File: config.mk
export PLATFORM = sky130hd
export DESIGN_NAME = mca_pipe_ctrl
export DESIGN_NICKNAME = d
export VERILOG_FILES = /design/src/rtl/core/modular_coeff_alu_defines.svh /design/src/rtl/core/mca_pkg.sv /design/src/rtl/core/mca_pipe_ctrl.sv
export SDC_FILE = /design/constraint.sdc
export NUM_CORES = 1
export LEC_CHECK = 0
export BUFFER_PORTS_ARGS = -buffer_cell sky130_fd_sc_hd__buf_4
export CAP_MARGIN = 20
export CORE_AREA = 2 2 39 41
export DETAILED_ROUTE_END_ITERATION = 16
export DIE_AREA = 0 0 41 43
export PLACE_DENSITY = 0.65
export RECOVER_POWER = 25
export REMOVE_ABC_BUFFERS = 1
export SLEW_MARGIN = 10
export SYNTH_ARGS = -nofsm -noshare
export SYNTH_HDL_FRONTEND = slang
export SYNTH_SLANG_ARGS = --single-unit
File: constraint.sdc
create_clock -name clock -period 1.9 [get_ports clock]
set_input_delay 0.38 -clock clock [delete_from_list [all_inputs] [get_ports clock]]
set_output_delay 0.38 -clock clock [all_outputs]
set_load 0.005 [all_outputs]
File: src/rtl/core/modular_coeff_alu_defines.svh
// ----------------------------------------------------------------------------
// Modular coefficient ALU assertion macros
// Shared property templates clocked on clock and disabled during reset.
// ----------------------------------------------------------------------------
`ifndef MODULAR_COEFF_ALU_DEFINES_SVH
`define MODULAR_COEFF_ALU_DEFINES_SVH

// Same-cycle implication.
`define MCA_ASSERT(label, ante, cons, msg) \
   label: assert property (@(posedge clock) disable iff (reset) (ante) |-> (cons)) \
      else $error(msg);

// Next-cycle implication.
`define MCA_ASSERT_NEXT(label, ante, cons, msg) \
   label: assert property (@(posedge clock) disable iff (reset) (ante) |=> (cons)) \
      else $error(msg);

`endif

File: src/rtl/core/mca_pkg.sv
// ----------------------------------------------------------------------------
// Modular coefficient ALU package
// Widths, pipeline stage numbers, codes and shared types of the ALU.
// ----------------------------------------------------------------------------
`default_nettype none

package mca_pkg;

   localparam int COEFF_BITS   = 61;
   localparam int WORD_BITS    = 64;
   localparam int HALF_BITS    = WORD_BITS / 2;
   localparam int PROD_BITS    = 2 * WORD_BITS;
   localparam int DATA_BITS    = 64;
   localparam int BYTE_BITS    = 3;
   localparam int REG_IDX_BITS = 3;
   localparam int ADDR_BITS    = REG_IDX_BITS + BYTE_BITS;

   // Pipeline stage numbers.
   localparam int STG_IN    = 0;
   localparam int STG_PROD  = 1;
   localparam int STG_X     = 2;
   localparam int STG_RATIO = 3;
   localparam int STG_ACC   = 4;
   localparam int STG_QHAT  = 5;
   localparam int STG_QPP   = 6;
   localparam int STG_QMOD  = 7;
   localparam int STG_REM   = 8;
   localparam int STG_OUT   = 9;
   localparam int PIPE_STAGES = STG_OUT + 1;

   typedef enum logic [1:0] {
      MODE_ADD     = 2'd0,
      MODE_SUB     = 2'd1,
      MODE_BARRETT = 2'd2,
      MODE_SHOUP   = 2'd3
   } mode_type;

   typedef enum logic [REG_IDX_BITS-1:0] {
      REG_MODULUS         = 3'd0,
      REG_RATIO_LOW       = 3'd1,
      REG_RATIO_HIGH      = 3'd2,
      REG_SCALAR_VALUE    = 3'd3,
      REG_SCALAR_QUOTIENT = 3'd4
   } reg_index_type;

   typedef struct packed {
      logic [COEFF_BITS-1:0] modulus;
      logic [WORD_BITS-1:0]  ratio_low;
      logic [WORD_BITS-1:0]  ratio_high;
      logic [COEFF_BITS-1:0] scalar_value;
      logic [WORD_BITS-1:0]  scalar_quotient;
   } cfg_type;

   typedef struct packed {
      logic [PIPE_STAGES-1:0] adv;
      logic [PIPE_STAGES-1:0] valid;
   } pipe_ctrl_type;

   function automatic logic [WORD_BITS-1:0] to_word(input logic [COEFF_BITS-1:0] v);
      return {{(WORD_BITS - COEFF_BITS){1'b0}}, v};
   endfunction

endpackage

`default_nettype wire

File: src/rtl/core/mca_pipe_ctrl.sv
// ----------------------------------------------------------------------------
// Modular coefficient ALU pipeline control
// Per-stage valid bits and advance enables; a stage moves whenever it is
// empty or the stage after it moves, so bubbles close up under a stall.
// ----------------------------------------------------------------------------
`default_nettype none

module mca_pipe_ctrl (
   input  logic                   clock,
   input  logic                   reset,
   input  logic                   in_valid,
   input  logic                   out_ready,
   output logic                   in_ready,
   output logic                   out_valid,
   output mca_pkg::pipe_ctrl_type ctrl
);
   import mca_pkg::*;

   logic [PIPE_STAGES-1:0] valid_ff;
   logic [PIPE_STAGES-1:0] valid_in;
   logic [PIPE_STAGES-1:0] adv;

   always_comb begin
      adv[PIPE_STAGES-1] = !valid_ff[PIPE_STAGES-1] || out_ready;
      for (int k = PIPE_STAGES - 2; k >= 0; k--) begin
         adv[k] = !valid_ff[k] || adv[k+1];
      end
   end

   always_comb begin
      valid_in[0] = adv[0] ? in_valid : valid_ff[0];
      for (int k = 1; k < PIPE_STAGES; k++) begin
         valid_in[k] = adv[k] ? valid_ff[k-1] : valid_ff[k];
      end
   end

   always_ff @(posedge clock) begin
      if (reset) begin
         valid_ff <= '0;
      end else begin
         valid_ff <= valid_in;
      end
   end

   assign in_ready   = adv[0];
   assign out_valid  = valid_ff[PIPE_STAGES-1];
   assign ctrl.adv   = adv;
   assign ctrl.valid = valid_ff;

endmodule

`default_nettype wire

# After elaboration in Yosys (flattened, before gate mapping)
# Cells that the tools add are included.
# classes
n_reduce_logical,20
# op_table
cell,n
zero test 1 bit,10
logical OR 1 bit,10
# totals
register_bits,10
input_bits,4
out_inout_bits,22
elab_cells,30

# Depth between registers and ports, before layout
# depth
ltp_word,11
mapped_depth,5
mapped_depth_nobuf,3

# Worst setup path before layout
# Ideal clock, no wire load.
# synth_path
kind,input-to-output
from,in out_ready
to,out ctrl[10] in the netlist's numbering
arrival_ns,1.371
required_ns,1.520
setup_slack_ns,0.149
cell_stages,5
n_path_buf,2
cell_sequence,and4b_1 > buf_6 > nand3_4 > or3_1 > buf_4
# synth_rtl
element,line,text
"start, declared",mca_pipe_ctrl.sv:12,"input logic out_ready,"
"end, declared",mca_pipe_ctrl.sv:15,output mca_pkg::pipe_ctrl_type ctrl

==> results by group <==
Final layout
  – N_diodes: 0
  – Max reg flops: 10
  – Synthesis-to-layout area growth: 57.4%
  – Most flops, register: valid_ff
  – Most common cell after layout, fill and taps aside: buf_4
  – Nets: 82
  – Share of layout cells above drive strength 1: 0.526
  – Most frequent cells in the layout: buf_4, inv_1, a21oi_1, nor2_1, dfxtp_1
  – Biggest regs: valid_ff: 10 flops

Yosys
  – Synthesized instance count: 49
  – Syn avg cell area: 8.50 um^2
  – Synth top area share: 0.480
  – Sequential-to-total area share from yosys stat: 0.480
  – Post-synth top flop: dfxtp_1
  – EDFF count, synth: 0
  – Synthesized cell area: 417 um^2
  – Share of flip-flops with an asynchronous set or reset: 0
  – Largest area contributor in the netlist: dfxtp_1
  – Synth cell types: 19
  – Dominant cells by area after synthesis: dfxtp_1, a21oi_1, inv_1, nor2_1, nand3_4
  – Synth Warn #: 0
  – Synth Register Bits: 10

Placement
  – IO buf count: 25
  – Dpl hpwl: 738 um
  – Final Wtd Congestion: 0.713

Flow run
  – Maximum Capacitance Violations: 0

Power and ir drop
  – Pwr dens: 566 mW/mm^2
  – Worst IR drop on VDD: 413 uV
  – Power, Total: 0.000371 W
  – Cell leakage power: 0.276 nW

Worst setup path
  – Crit path depth: 4
  – Slowest stage cell, crit path: dfxtp_2
  – Worst stage delay on the critical path: 0.35 ns
  – WP data required: 1.52 ns
  – End of the worst register-to-register path: valid_ff[0]
  – Startpoint types: flop
  – Worst Path Buf+Inv: 1
  – Worst R2R Path Depth: 4
  – Reg2reg start: valid_ff[8]
  – Kind of critical path: flop to output pin
  – CP Max Fanout: 5
  – Crit path max-delay family: simple AND/OR/NAND/NOR gates
  – Critical path capture point type: output pin
  – CP cell instances: and4b_2 -> nand3_4 -> or3_4 -> buf_4
  – Reg2reg setup slack: 0.66 ns
  – WP data arrival: 1.45 ns
  – Crit path launch: valid_ff[8]
  – Crit path to: ctrl[10]

Die
  – Die Area: 0.00176 mm^2
  – Core area: 0.00138 mm^2
  – Num rows: 14
  – Initial Utilization: 0.301
  – Die width: 41 um
  – Die Y: 43 um
  – Top Ports: 26

CTS
  – Cts bufs inserted: 3
  – Worst skew pair latency: 0.26 ns
  – CTS root buffer: clkbuf_4
  – CTS tree: done
  – Hold-fix buffers, CTS: 0
  – Clock tree sinks: 10
  – Deepest clock path buffer count: 2
  – Worst-path clk slew: 0.06 ns
  – H-tree Lvls: 1

Global route
  – Initial antenna violation count: 0
  – Gr usage total: 0.119
  – First-pass GRT wire length: 1370 um
  – Vias in the first global route: 362
  – Largest net degree at the start of global routing: 12
  – Total congestion overflow: 0

STA
  – Tightest Pin Transition: 0.249 ns
  – Slew HR: 0.834
  – Final hold vios: 0
  – Tmin final: 1.83 ns
  – # setup viols final: 0
  – Fmax: 546 MHz
  – Slew Limit Fails: 0
  – Hold slack final: 0.369 ns
  – Unrepaired setup endpoints after global routing: false
  – Tcrit/Tclk final: 0.965
  – Setup_tns: 0 ns
  – Max Clock Skew: 0.00422 ns

Routing
  – Drt initial violations: 5
  – # DRC: 0
  – DR WL/cell: 10.5 um
  – Antenna Nets Post-Route: 0
  – Final WL: 966 um
  – Pre-Repair DR Iteration Count: 3
  – Vias/cell: 4.53
  – Vias: 417

Run status
  – Status: finished, final reports clean

Worst hold path
  – Worst Hold Class: input pin to flop
==> power breakdown <==
group / switching (W) / internal [W]
clock network: 0.0000638 / 0.0000727
logic: 0.00000823 / 0.0000103
registers: 0.00000301 / 0.000213
total: 0.0000750 / 0.000296
==> synthesized netlist by cell type (2+ instances only) <==
master / count
inv_1: 7
a21oi_1: 6
nor2_1: 6
nand4_1: 2
dfxtp_1: 10
nand2_1: 4
buf_4: 2
==> final cells by class <==
cell class                 count  area (um^2)
clock buffer                   3         22.5
timing repair buffer          28          210
inverter                       7         26.3
fill                         145          728
tap                           16         20.0
multi-input combinational     28          171
sequential                    10          205
==> worst min-delay path by stage <==
stage	start	end	slack, ns	cells past startpoint
after global routing	reset	valid_ff[7]	0.35	2
after detailed placement	valid_ff[3]	valid_ff[4]	0.46	2
final	reset	valid_ff[7]	0.37	2
after floorplan	valid_ff[3]	valid_ff[4]	0.44	2
after CTS	reset	valid_ff[7]	0.35	2
after global placement	valid_ff[3]	valid_ff[4]	0.45	2
==> per-layer routing <==
layer  vias to the layer above  track usage  wire (um)  part of all wire
met5                         -            0          0                 0
li1                        212            -          -                 -
met2                        18        0.178        462              0.48
met3                         2       0.0366         94             0.097
met1                       185        0.127        403              0.42
met4                         0        0.100          6            0.0062
==> cells by family after synthesis <==
kind of cell	Yosys count	share of synthesized area
flip-flops	10	0.480
AO/OA/AOI/OAI	8	0.111
buffers and inverters	11	0.135
AND/OR/NAND/NOR	20	0.273
==> per-stage QoR <==
| step | std cells | area [um^2] | util | worst slack [ns] |
|---|---|---|---|---|
| 6_report | 92 | 656 | 0.474 | 0.0673 |
| 5_1_grt | 92 | 656 | 0.474 | 0.0201 |
| 4_1_cts | 91 | 642 | 0.464 | 0.00116 |
| 3_5_place_dp | 88 | 609 | 0.440 | 0.0829 |
| 3_3_place_gp | 88 | 609 | 0.440 | 0.0920 |
| 2_1_floorplan | 45 | 387 | - | 0.214 |
==> worst reg2reg max path: cells and delay by family (launching register included) <==
family                 cells  cell delay, ns
and+or+nand+nor            2            0.38
AOI/OAI and AO/OA          1            0.27
DFF                        1            0.35
buffers and inverters      1            0.15
==> timing repair <==
action | 4_1_cts | 5_1_grt
pin swaps | 1 | 3
setup buffers | 0 | 1
endpoints found under the setup margin | 2 | 2
resized for setup | 5 | 2
No activity file was read; power rests on OpenSTA's default activity.
