[src/rtl/core/modular_coeff_alu_defines.svh]
// ----------------------------------------------------------------------------
// Modular coefficient ALU assertion macros
// Shared property templates clocked on clock and disabled during reset.
// ----------------------------------------------------------------------------
`ifndef MODULAR_COEFF_ALU_DEFINES_SVH
`define MODULAR_COEFF_ALU_DEFINES_SVH

// Same-cycle implication.
`define MCA_ASSERT(label, ante, cons, msg) \
   label: assert property (@(posedge clock) disable iff (reset) (ante) |-> (cons)) \
      else $error(msg);

// Next-cycle implication.
`define MCA_ASSERT_NEXT(label, ante, cons, msg) \
   label: assert property (@(posedge clock) disable iff (reset) (ante) |=> (cons)) \
      else $error(msg);

`endif

[src/rtl/core/mca_pkg.sv]
// ----------------------------------------------------------------------------
// Modular coefficient ALU package
// Widths, pipeline stage numbers, codes and shared types of the ALU.
// ----------------------------------------------------------------------------
`default_nettype none

package mca_pkg;

   localparam int COEFF_BITS   = 61;
   localparam int WORD_BITS    = 64;
   localparam int HALF_BITS    = WORD_BITS / 2;
   localparam int PROD_BITS    = 2 * WORD_BITS;
   localparam int DATA_BITS    = 64;
   localparam int BYTE_BITS    = 3;
   localparam int REG_IDX_BITS = 3;
   localparam int ADDR_BITS    = REG_IDX_BITS + BYTE_BITS;

   // Pipeline stage numbers.
   localparam int STG_IN    = 0;
   localparam int STG_PROD  = 1;
   localparam int STG_X     = 2;
   localparam int STG_RATIO = 3;
   localparam int STG_ACC   = 4;
   localparam int STG_QHAT  = 5;
   localparam int STG_QPP   = 6;
   localparam int STG_QMOD  = 7;
   localparam int STG_REM   = 8;
   localparam int STG_OUT   = 9;
   localparam int PIPE_STAGES = STG_OUT + 1;

   typedef enum logic [1:0] {
      MODE_ADD     = 2'd0,
      MODE_SUB     = 2'd1,
      MODE_BARRETT = 2'd2,
      MODE_SHOUP   = 2'd3
   } mode_type;

   typedef enum logic [REG_IDX_BITS-1:0] {
      REG_MODULUS         = 3'd0,
      REG_RATIO_LOW       = 3'd1,
      REG_RATIO_HIGH      = 3'd2,
      REG_SCALAR_VALUE    = 3'd3,
      REG_SCALAR_QUOTIENT = 3'd4
   } reg_index_type;

   typedef struct packed {
      logic [COEFF_BITS-1:0] modulus;
      logic [WORD_BITS-1:0]  ratio_low;
      logic [WORD_BITS-1:0]  ratio_high;
      logic [COEFF_BITS-1:0] scalar_value;
      logic [WORD_BITS-1:0]  scalar_quotient;
   } cfg_type;

   typedef struct packed {
      logic [PIPE_STAGES-1:0] adv;
      logic [PIPE_STAGES-1:0] valid;
   } pipe_ctrl_type;

   function automatic logic [WORD_BITS-1:0] to_word(input logic [COEFF_BITS-1:0] v);
      return {{(WORD_BITS - COEFF_BITS){1'b0}}, v};
   endfunction

endpackage

`default_nettype wire

[src/rtl/core/mca_csr.sv]
// ----------------------------------------------------------------------------
// Modular coefficient ALU register file
// APB-style access to the modulus, Barrett ratio and Shoup scalar registers.
// ----------------------------------------------------------------------------
`default_nettype none

module mca_csr (
   input  logic                           clock,
   input  logic                           reset,
   input  logic                           psel,
   input  logic                           penable,
   input  logic                           pwrite,
   input  logic [mca_pkg::ADDR_BITS-1:0]  paddr,
   input  logic [mca_pkg::DATA_BITS-1:0]  pwdata,
   output logic [mca_pkg::DATA_BITS-1:0]  prdata,
   output logic                           pready,
   output mca_pkg::cfg_type               cfg
);
   import mca_pkg::*;

   logic [REG_IDX_BITS-1:0] idx;
   logic                    write_en;
   cfg_type                 cfg_ff;
   cfg_type                 cfg_in;

   assign idx      = paddr[ADDR_BITS-1:BYTE_BITS];
   assign write_en = psel && penable && pwrite;

   always_comb begin
      cfg_in = cfg_ff;
      if (write_en) begin
         unique case (idx)
            REG_MODULUS:         cfg_in.modulus         = pwdata[COEFF_BITS-1:0];
            REG_RATIO_LOW:       cfg_in.ratio_low       = pwdata[WORD_BITS-1:0];
            REG_RATIO_HIGH:      cfg_in.ratio_high      = pwdata[WORD_BITS-1:0];
            REG_SCALAR_VALUE:    cfg_in.scalar_value    = pwdata[COEFF_BITS-1:0];
            REG_SCALAR_QUOTIENT: cfg_in.scalar_quotient = pwdata[WORD_BITS-1:0];
            default: ;
         endcase
      end
   end

   always_ff @(posedge clock) begin
      if (reset) begin
         cfg_ff.modulus         <= COEFF_BITS'(2);
         cfg_ff.ratio_low       <= '0;
         cfg_ff.ratio_high      <= '0;
         cfg_ff.scalar_value    <= '0;
         cfg_ff.scalar_quotient <= '0;
      end else begin
         cfg_ff <= cfg_in;
      end
   end

   always_comb begin
      unique case (idx)
         REG_MODULUS:         prdata = DATA_BITS'(to_word(cfg_ff.modulus));
         REG_RATIO_LOW:       prdata = DATA_BITS'(cfg_ff.ratio_low);
         REG_RATIO_HIGH:      prdata = DATA_BITS'(cfg_ff.ratio_high);
         REG_SCALAR_VALUE:    prdata = DATA_BITS'(to_word(cfg_ff.scalar_value));
         REG_SCALAR_QUOTIENT: prdata = DATA_BITS'(cfg_ff.scalar_quotient);
         default:             prdata = '0;
      endcase
   end

   assign pready = 1'b1;
   assign cfg    = cfg_ff;

endmodule

`default_nettype wire

[config.mk]
export PLATFORM = sky130hd
export DESIGN_NAME = mca_csr
export DESIGN_NICKNAME = d
export VERILOG_FILES = /design/src/rtl/core/modular_coeff_alu_defines.svh /design/src/rtl/core/mca_pkg.sv /design/src/rtl/core/mca_csr.sv
export SDC_FILE = /design/constraint.sdc
export NUM_CORES = 1
export LEC_CHECK = 0
export BUFFER_PORTS_ARGS = -buffer_cell sky130_fd_sc_hd__buf_2
export CELL_PAD_IN_SITES_DETAIL_PLACEMENT = 0
export CELL_PAD_IN_SITES_GLOBAL_PLACEMENT = 1
export CORE_ASPECT_RATIO = 1.5
export CORE_UTILIZATION = 35
export CTS_CLUSTER_DIAMETER = 200
export DETAILED_ROUTE_END_ITERATION = 7
export HOLD_SLACK_MARGIN = 0.06
export PLACE_DENSITY_LB_ADDON = 0.1
export SYNTH_ARGS = -nofsm -noshare
export SYNTH_HDL_FRONTEND = slang
export SYNTH_SLANG_ARGS = --single-unit
[constraint.sdc]
create_clock -name clock -period 1.3 [get_ports clock]
set_input_delay 0.13 -clock clock [delete_from_list [all_inputs] [get_ports clock]]
set_output_delay 0.13 -clock clock [all_outputs]
set_load 0.005 [all_outputs]
Word-level counts from Yosys, hierarchy flattened. Index checks and enable logic that the tools add are counted.

Equality and inequality tests: 4. Mux-type cells: 1. Reductions and logical operators: 8.

Operators with widths (count): one-hot mux 64 bit (5 select lines) (1); AND reduction 2 bit (5); equality test 3 x 2 -> 1 bit, second input constant (2); equality test 3 x 1 -> 1 bit, second input constant (1); equality test 3 bit, second input constant (1); logical NOT 3 bit (1); logical AND 1 bit (2).

Register bits after elaboration: 314. Bits of input ports: 75. Output and inout bits: 379. Word-level logic and storage cells: 18.

Depth between registers and ports, before layout.
Depth after elaboration: 3. Depth in mapped cells: 6. Mapped depth without buffers: 3.

Worst setup path before layout. No wires, ideal clock.

Kind: input port to output port. From: input port paddr[3] in the netlist's numbering. To: output port prdata[36] in the netlist's numbering. Data arrival time: 1254 ps. Data required time: 1170 ps. Path slack: -84 ps. Stages on the path: 6. Buffers on the path: 3. Path through: buf_2 > buf_2 > buf_2 > mux2_2 > a22oi_1 > o22ai_1.

Word-level cells in the longest chain between the ends: 2. Elaborated cells between the ends (all ways): 6. Those cells by class: eq/ne (4); mux (1); reduce/logical (1).

Ends and longest elaborated chain: from (decl) (RTL line mca_csr.sv:13) `input logic [mca_pkg::ADDR_BITS-1:0] paddr,`; equality test 3 bit (tied with other cells) (RTL line mca_csr.sv:56) `unique case (idx)`; one-hot mux 64 bit (5 select lines) (*) (RTL line mca_csr.sv:56); to (decl) (RTL line mca_csr.sv:15) `output logic [mca_pkg::DATA_BITS-1:0] prdata,`.

Every way passes the cells marked *; elsewhere a longest branch is shown, timed or not.

Worst setup path after layout.
From: register cfg_ff (netlist bit cfg[128]). To: output port prdata[3] in the netlist's numbering.

Word-level cells in the longest chain between the ends: 1.

Ends and longest elaborated chain: from (decl) (RTL line mca_csr.sv:23) `cfg_type cfg_ff;`; from (signal assigned) (RTL line mca_csr.sv:51) `cfg_ff <= cfg_in;`; one-hot mux 64 bit (5 select lines) (RTL line mca_csr.sv:56).

Every way passes these cells.

==> flow_summary.rst <==
.. list-table::
   :header-rows: 1

   * - Metric
     - Value
   * - Clock latency on the worst-skew pair
     - 0.52 ns
   * - NumNets Final
     - 2085
   * - Placed Area
     - 18500 sq um
   * - Number of nets produced by synthesis
     - 1479
   * - Clock slew at the register clock pins of the worst setup and hold paths
     - 0.06 ns
   * - CTS sink count
     - 314
   * - Routed via count
     - 13000
   * - Row count
     - 91
   * - Sort of element at the end of the critical path
     - output pin
   * - Cell breakdown of the critical path
     - mux2_4 > a22oi_2 > o22ai_2 > buf_2
   * - R2r setup slk
     - 0.51 ns
   * - Cell count along the critical path
     - 4
   * - TritonCTS Buffers
     - 35
   * - Final hold violations
     - 0
   * - Worst Path Arrival
     - 1.55 ns
   * - Post-synthesis async set-or-reset flop share
     - 0
   * - Pin count of the biggest net entering global routing
     - 52
   * - Peak ir drop on the vdd network
     - 893 uV
   * - Category of the most critical setup path
     - flip-flop to output pin
   * - Port Buffers
     - 449
   * - Final critical-path required period
     - 1.68 ns
   * - Max FFs per register
     - 314
   * - Critical path required time
     - 1.17 ns
   * - Relative area change from synthesis to final layout
     - 46.7%
   * - FF-to-FF Start
     - cfg[159]
   * - First-iteration detailed-routing DRC count
     - 573
   * - Setup repair after global routing missed its margin
     - true
   * - Slowest stage delay, CP
     - 0.32 ns
   * - Number of distinct standard cells referenced by the synthesized netlist
     - 30
   * - Drt pass-1 iters
     - 4
   * - Register-to-Register Path Depth
     - 4
   * - Gate Count Post-Synth
     - 1404
   * - Final worst slack
     - -0.382 ns
   * - Root Buffer
     - sky130_fd_sc_hd__clkbuf_16
   * - Die extent in x
     - 169 um
   * - Leakage Power
     - 10.8 nW
   * - Post-DRT Antenna Nets
     - 0
   * - Slew Limit Fails
     - 0
   * - Status
     - complete, but fails checks
   * - Syn Std Cell Area
     - 14600 sq um
   * - Setup violators final
     - 65
   * - Maximum clock path buffer count
     - 3
   * - H-tree level count
     - 2
   * - Crit path buf inv count
     - 1
   * - CTS tree
     - built
   * - Via density per instance
     - 5.02
   * - Number of maximum-capacitance constraint violations
     - 0
   * - Clock skew after layout
     - 0 ns
   * - Final Hold Slack
     - 0.0894 ns
   * - HPWL after DPL
     - 37.0 mm
   * - Power per unit of standard cell area
     - 1020 nW/um^2
   * - Cell with the largest stage delay on the worst path
     - sky130_fd_sc_hd__dfxtp_2
   * - FF+latch count, synth
     - 314
   * - Initial antenna violation count
     - 3
   * - Initial Util
     - 0.355
   * - Endpoint of the lowest-slack register-to-register path
     - cfg[159]
   * - Maximum achievable frequency
     - 0.594 GHz
   * - Type of element launching the critical path
     - flip-flop
   * - Die Area
     - 42600 sq um
   * - Most frequent cells in the layout
     - 444 x sky130_fd_sc_hd__buf_2, 377 x sky130_fd_sc_hd__nand2b_1, 314 x sky130_fd_sc_hd__mux2i_1, 200 x sky130_fd_sc_hd__dfxtp_1, 131 x sky130_fd_sc_hd__buf_4
   * - RD Place Congestion
     - 0.836
   * - Final Cell Area
     - 21500 sq um
   * - Final routed wire length divided by cell count
     - 20.8 um
   * - Overall track demand over capacity in global routing
     - 0.247
   * - Final setup TNS
     - -18.30 ns
   * - Floorplan Core Area
     - 41200 sq um
   * - Crit-path max FO
     - 2
   * - Top FF cell, synth
     - sky130_fd_sc_hd__dfxtp_1
   * - Fraction of the cycle the final worst path needs
     - 1.29
   * - Syn avg cell area
     - 10.4 sq um
   * - Category of cells accounting for the largest share of critical-path delay
     - flip-flops
   * - Chip height
     - 252 um
   * - DRC Markers
     - 0
   * - Share of post-route cells with drive strength above 1
     - 0.463
   * - Io pins
     - 454
   * - Most common cell after layout, fill and taps aside
     - sky130_fd_sc_hd__buf_2
   * - First-pass GRT wire length
     - 80.9 mm
   * - Sequential element share of the synthesized area
     - 0.430
   * - Count of yosys warnings during synthesis
     - 0
   * - Hold crit path type
     - primary input to flip-flop
   * - Critical path destination
     - prdata[3]
   * - Failing checks
     - setup timing
   * - Sum of routed wire length over all layers
     - 53.9 mm
   * - EDFF count, synth
     - 0
   * - Number of global-route vias before repair
     - 13400
   * - Worst setup startpoint
     - cfg[128]
   * - Aggregate global routing overflow
     - 0
## synth_stat cells (all sizes together), types with 2 or more instances
cell | n | share of area
o22ai | 61 | 0.026
mux2 | 61 | 0.047
nand3 | 3 | 0.0010
buf | 65 | 0.031
mux2i | 314 | 0.21
nor2b | 2 | 0.00086
clkbuf | 62 | 0.016
a22oi | 123 | 0.063
nand2 | 4 | 0.0010
dfxtp | 314 | 0.43
nand2b | 377 | 0.16
and3 | 3 | 0.0016
o21ai | 3 | 0.0010
nor2 | 3 | 0.00094
## metrics by stage
| step | power (mW) | instances | setup WS (ns) | utilization |
|---|---|---|---|---|
| finish | 21.9 | 2595 | -0.382 | 0.521 |
| global route | 22.6 | 2594 | -0.423 | 0.521 |
| CTS | 22.1 | 2586 | -0.407 | 0.514 |
| detailed placement | 11.6 | 2406 | -0.194 | 0.449 |
| global placement | 11.6 | 2406 | -0.209 | 0.449 |
| floorplan | 10.8 | 1404 | 0.00123 | - |
## repair_timing
action	CTS	global route
endpoints found under the hold margin	314	0
hold buffers	64	0
setup buffers	55	7
resized for setup	173	56
endpoints found under the setup margin	64	65
pin swaps	58	41
## layout make-up
| cell class | count | area (sq um) |
|---|---|---|
| clock buffers | 57 | 1090 |
| flip-flops and latches | 314 | 6430 |
| fillers | 3890 | 19700 |
| diodes | 2 | 5.00 |
| multi-input cells | 962 | 8220 |
| repair buffers | 696 | 4950 |
| inverters | 1 | 3.75 |
| well taps | 558 | 698 |
| clock inverters | 5 | 75.1 |
## power breakdown
group / leakage (nW) / total, mW / switching (mW) / internal, mW
combinational: 7.63 / 1.91 / 0.974 / 0.937
sequential: 2.59 / 9.75 / 0.0596 / 9.69
clock: 0.574 / 10.2 / 4.07 / 6.12
total: 10.8 / 21.9 / 5.11 / 16.8
## logic make-up after synthesis
logic type,share of synthesized area
DFF,0.430
other,0.000256
muxes,0.262
buffers and inverters,0.0477
AOI/OAI and AO/OA,0.0910
and+or+nand+nor,0.170
## routing by layer
metal  wire length [um]  vias to the layer above  global-route usage
li1                   -                     6143                   -
met1              21600                     6378               0.282
met2              27000                      401               0.440
met3               3240                      109              0.0536
met4               2120                        2               0.103
met5                 14                        -                   0
## worst min-delay path by stage
| stage | from | endpoint | cells past startpoint |
|---|---|---|---|
| floorplan | pwdata[1] | cfg[254] | 2 |
| global placement | pwdata[1] | cfg[254] | 3 |
| detailed placement | pwdata[1] | cfg[254] | 3 |
| CTS | reset | cfg[148] | 3 |
| global route | reset | cfg[148] | 3 |
| finish | reset | cfg[148] | 3 |
## tightest hold or removal path, delay by kind of cell
family                 cells  cell delay [ns]
buffers and inverters      1             0.23
and+or+nand+nor            1             0.14
muxes                      1             0.06
Power figures use the tool's default switching activity.
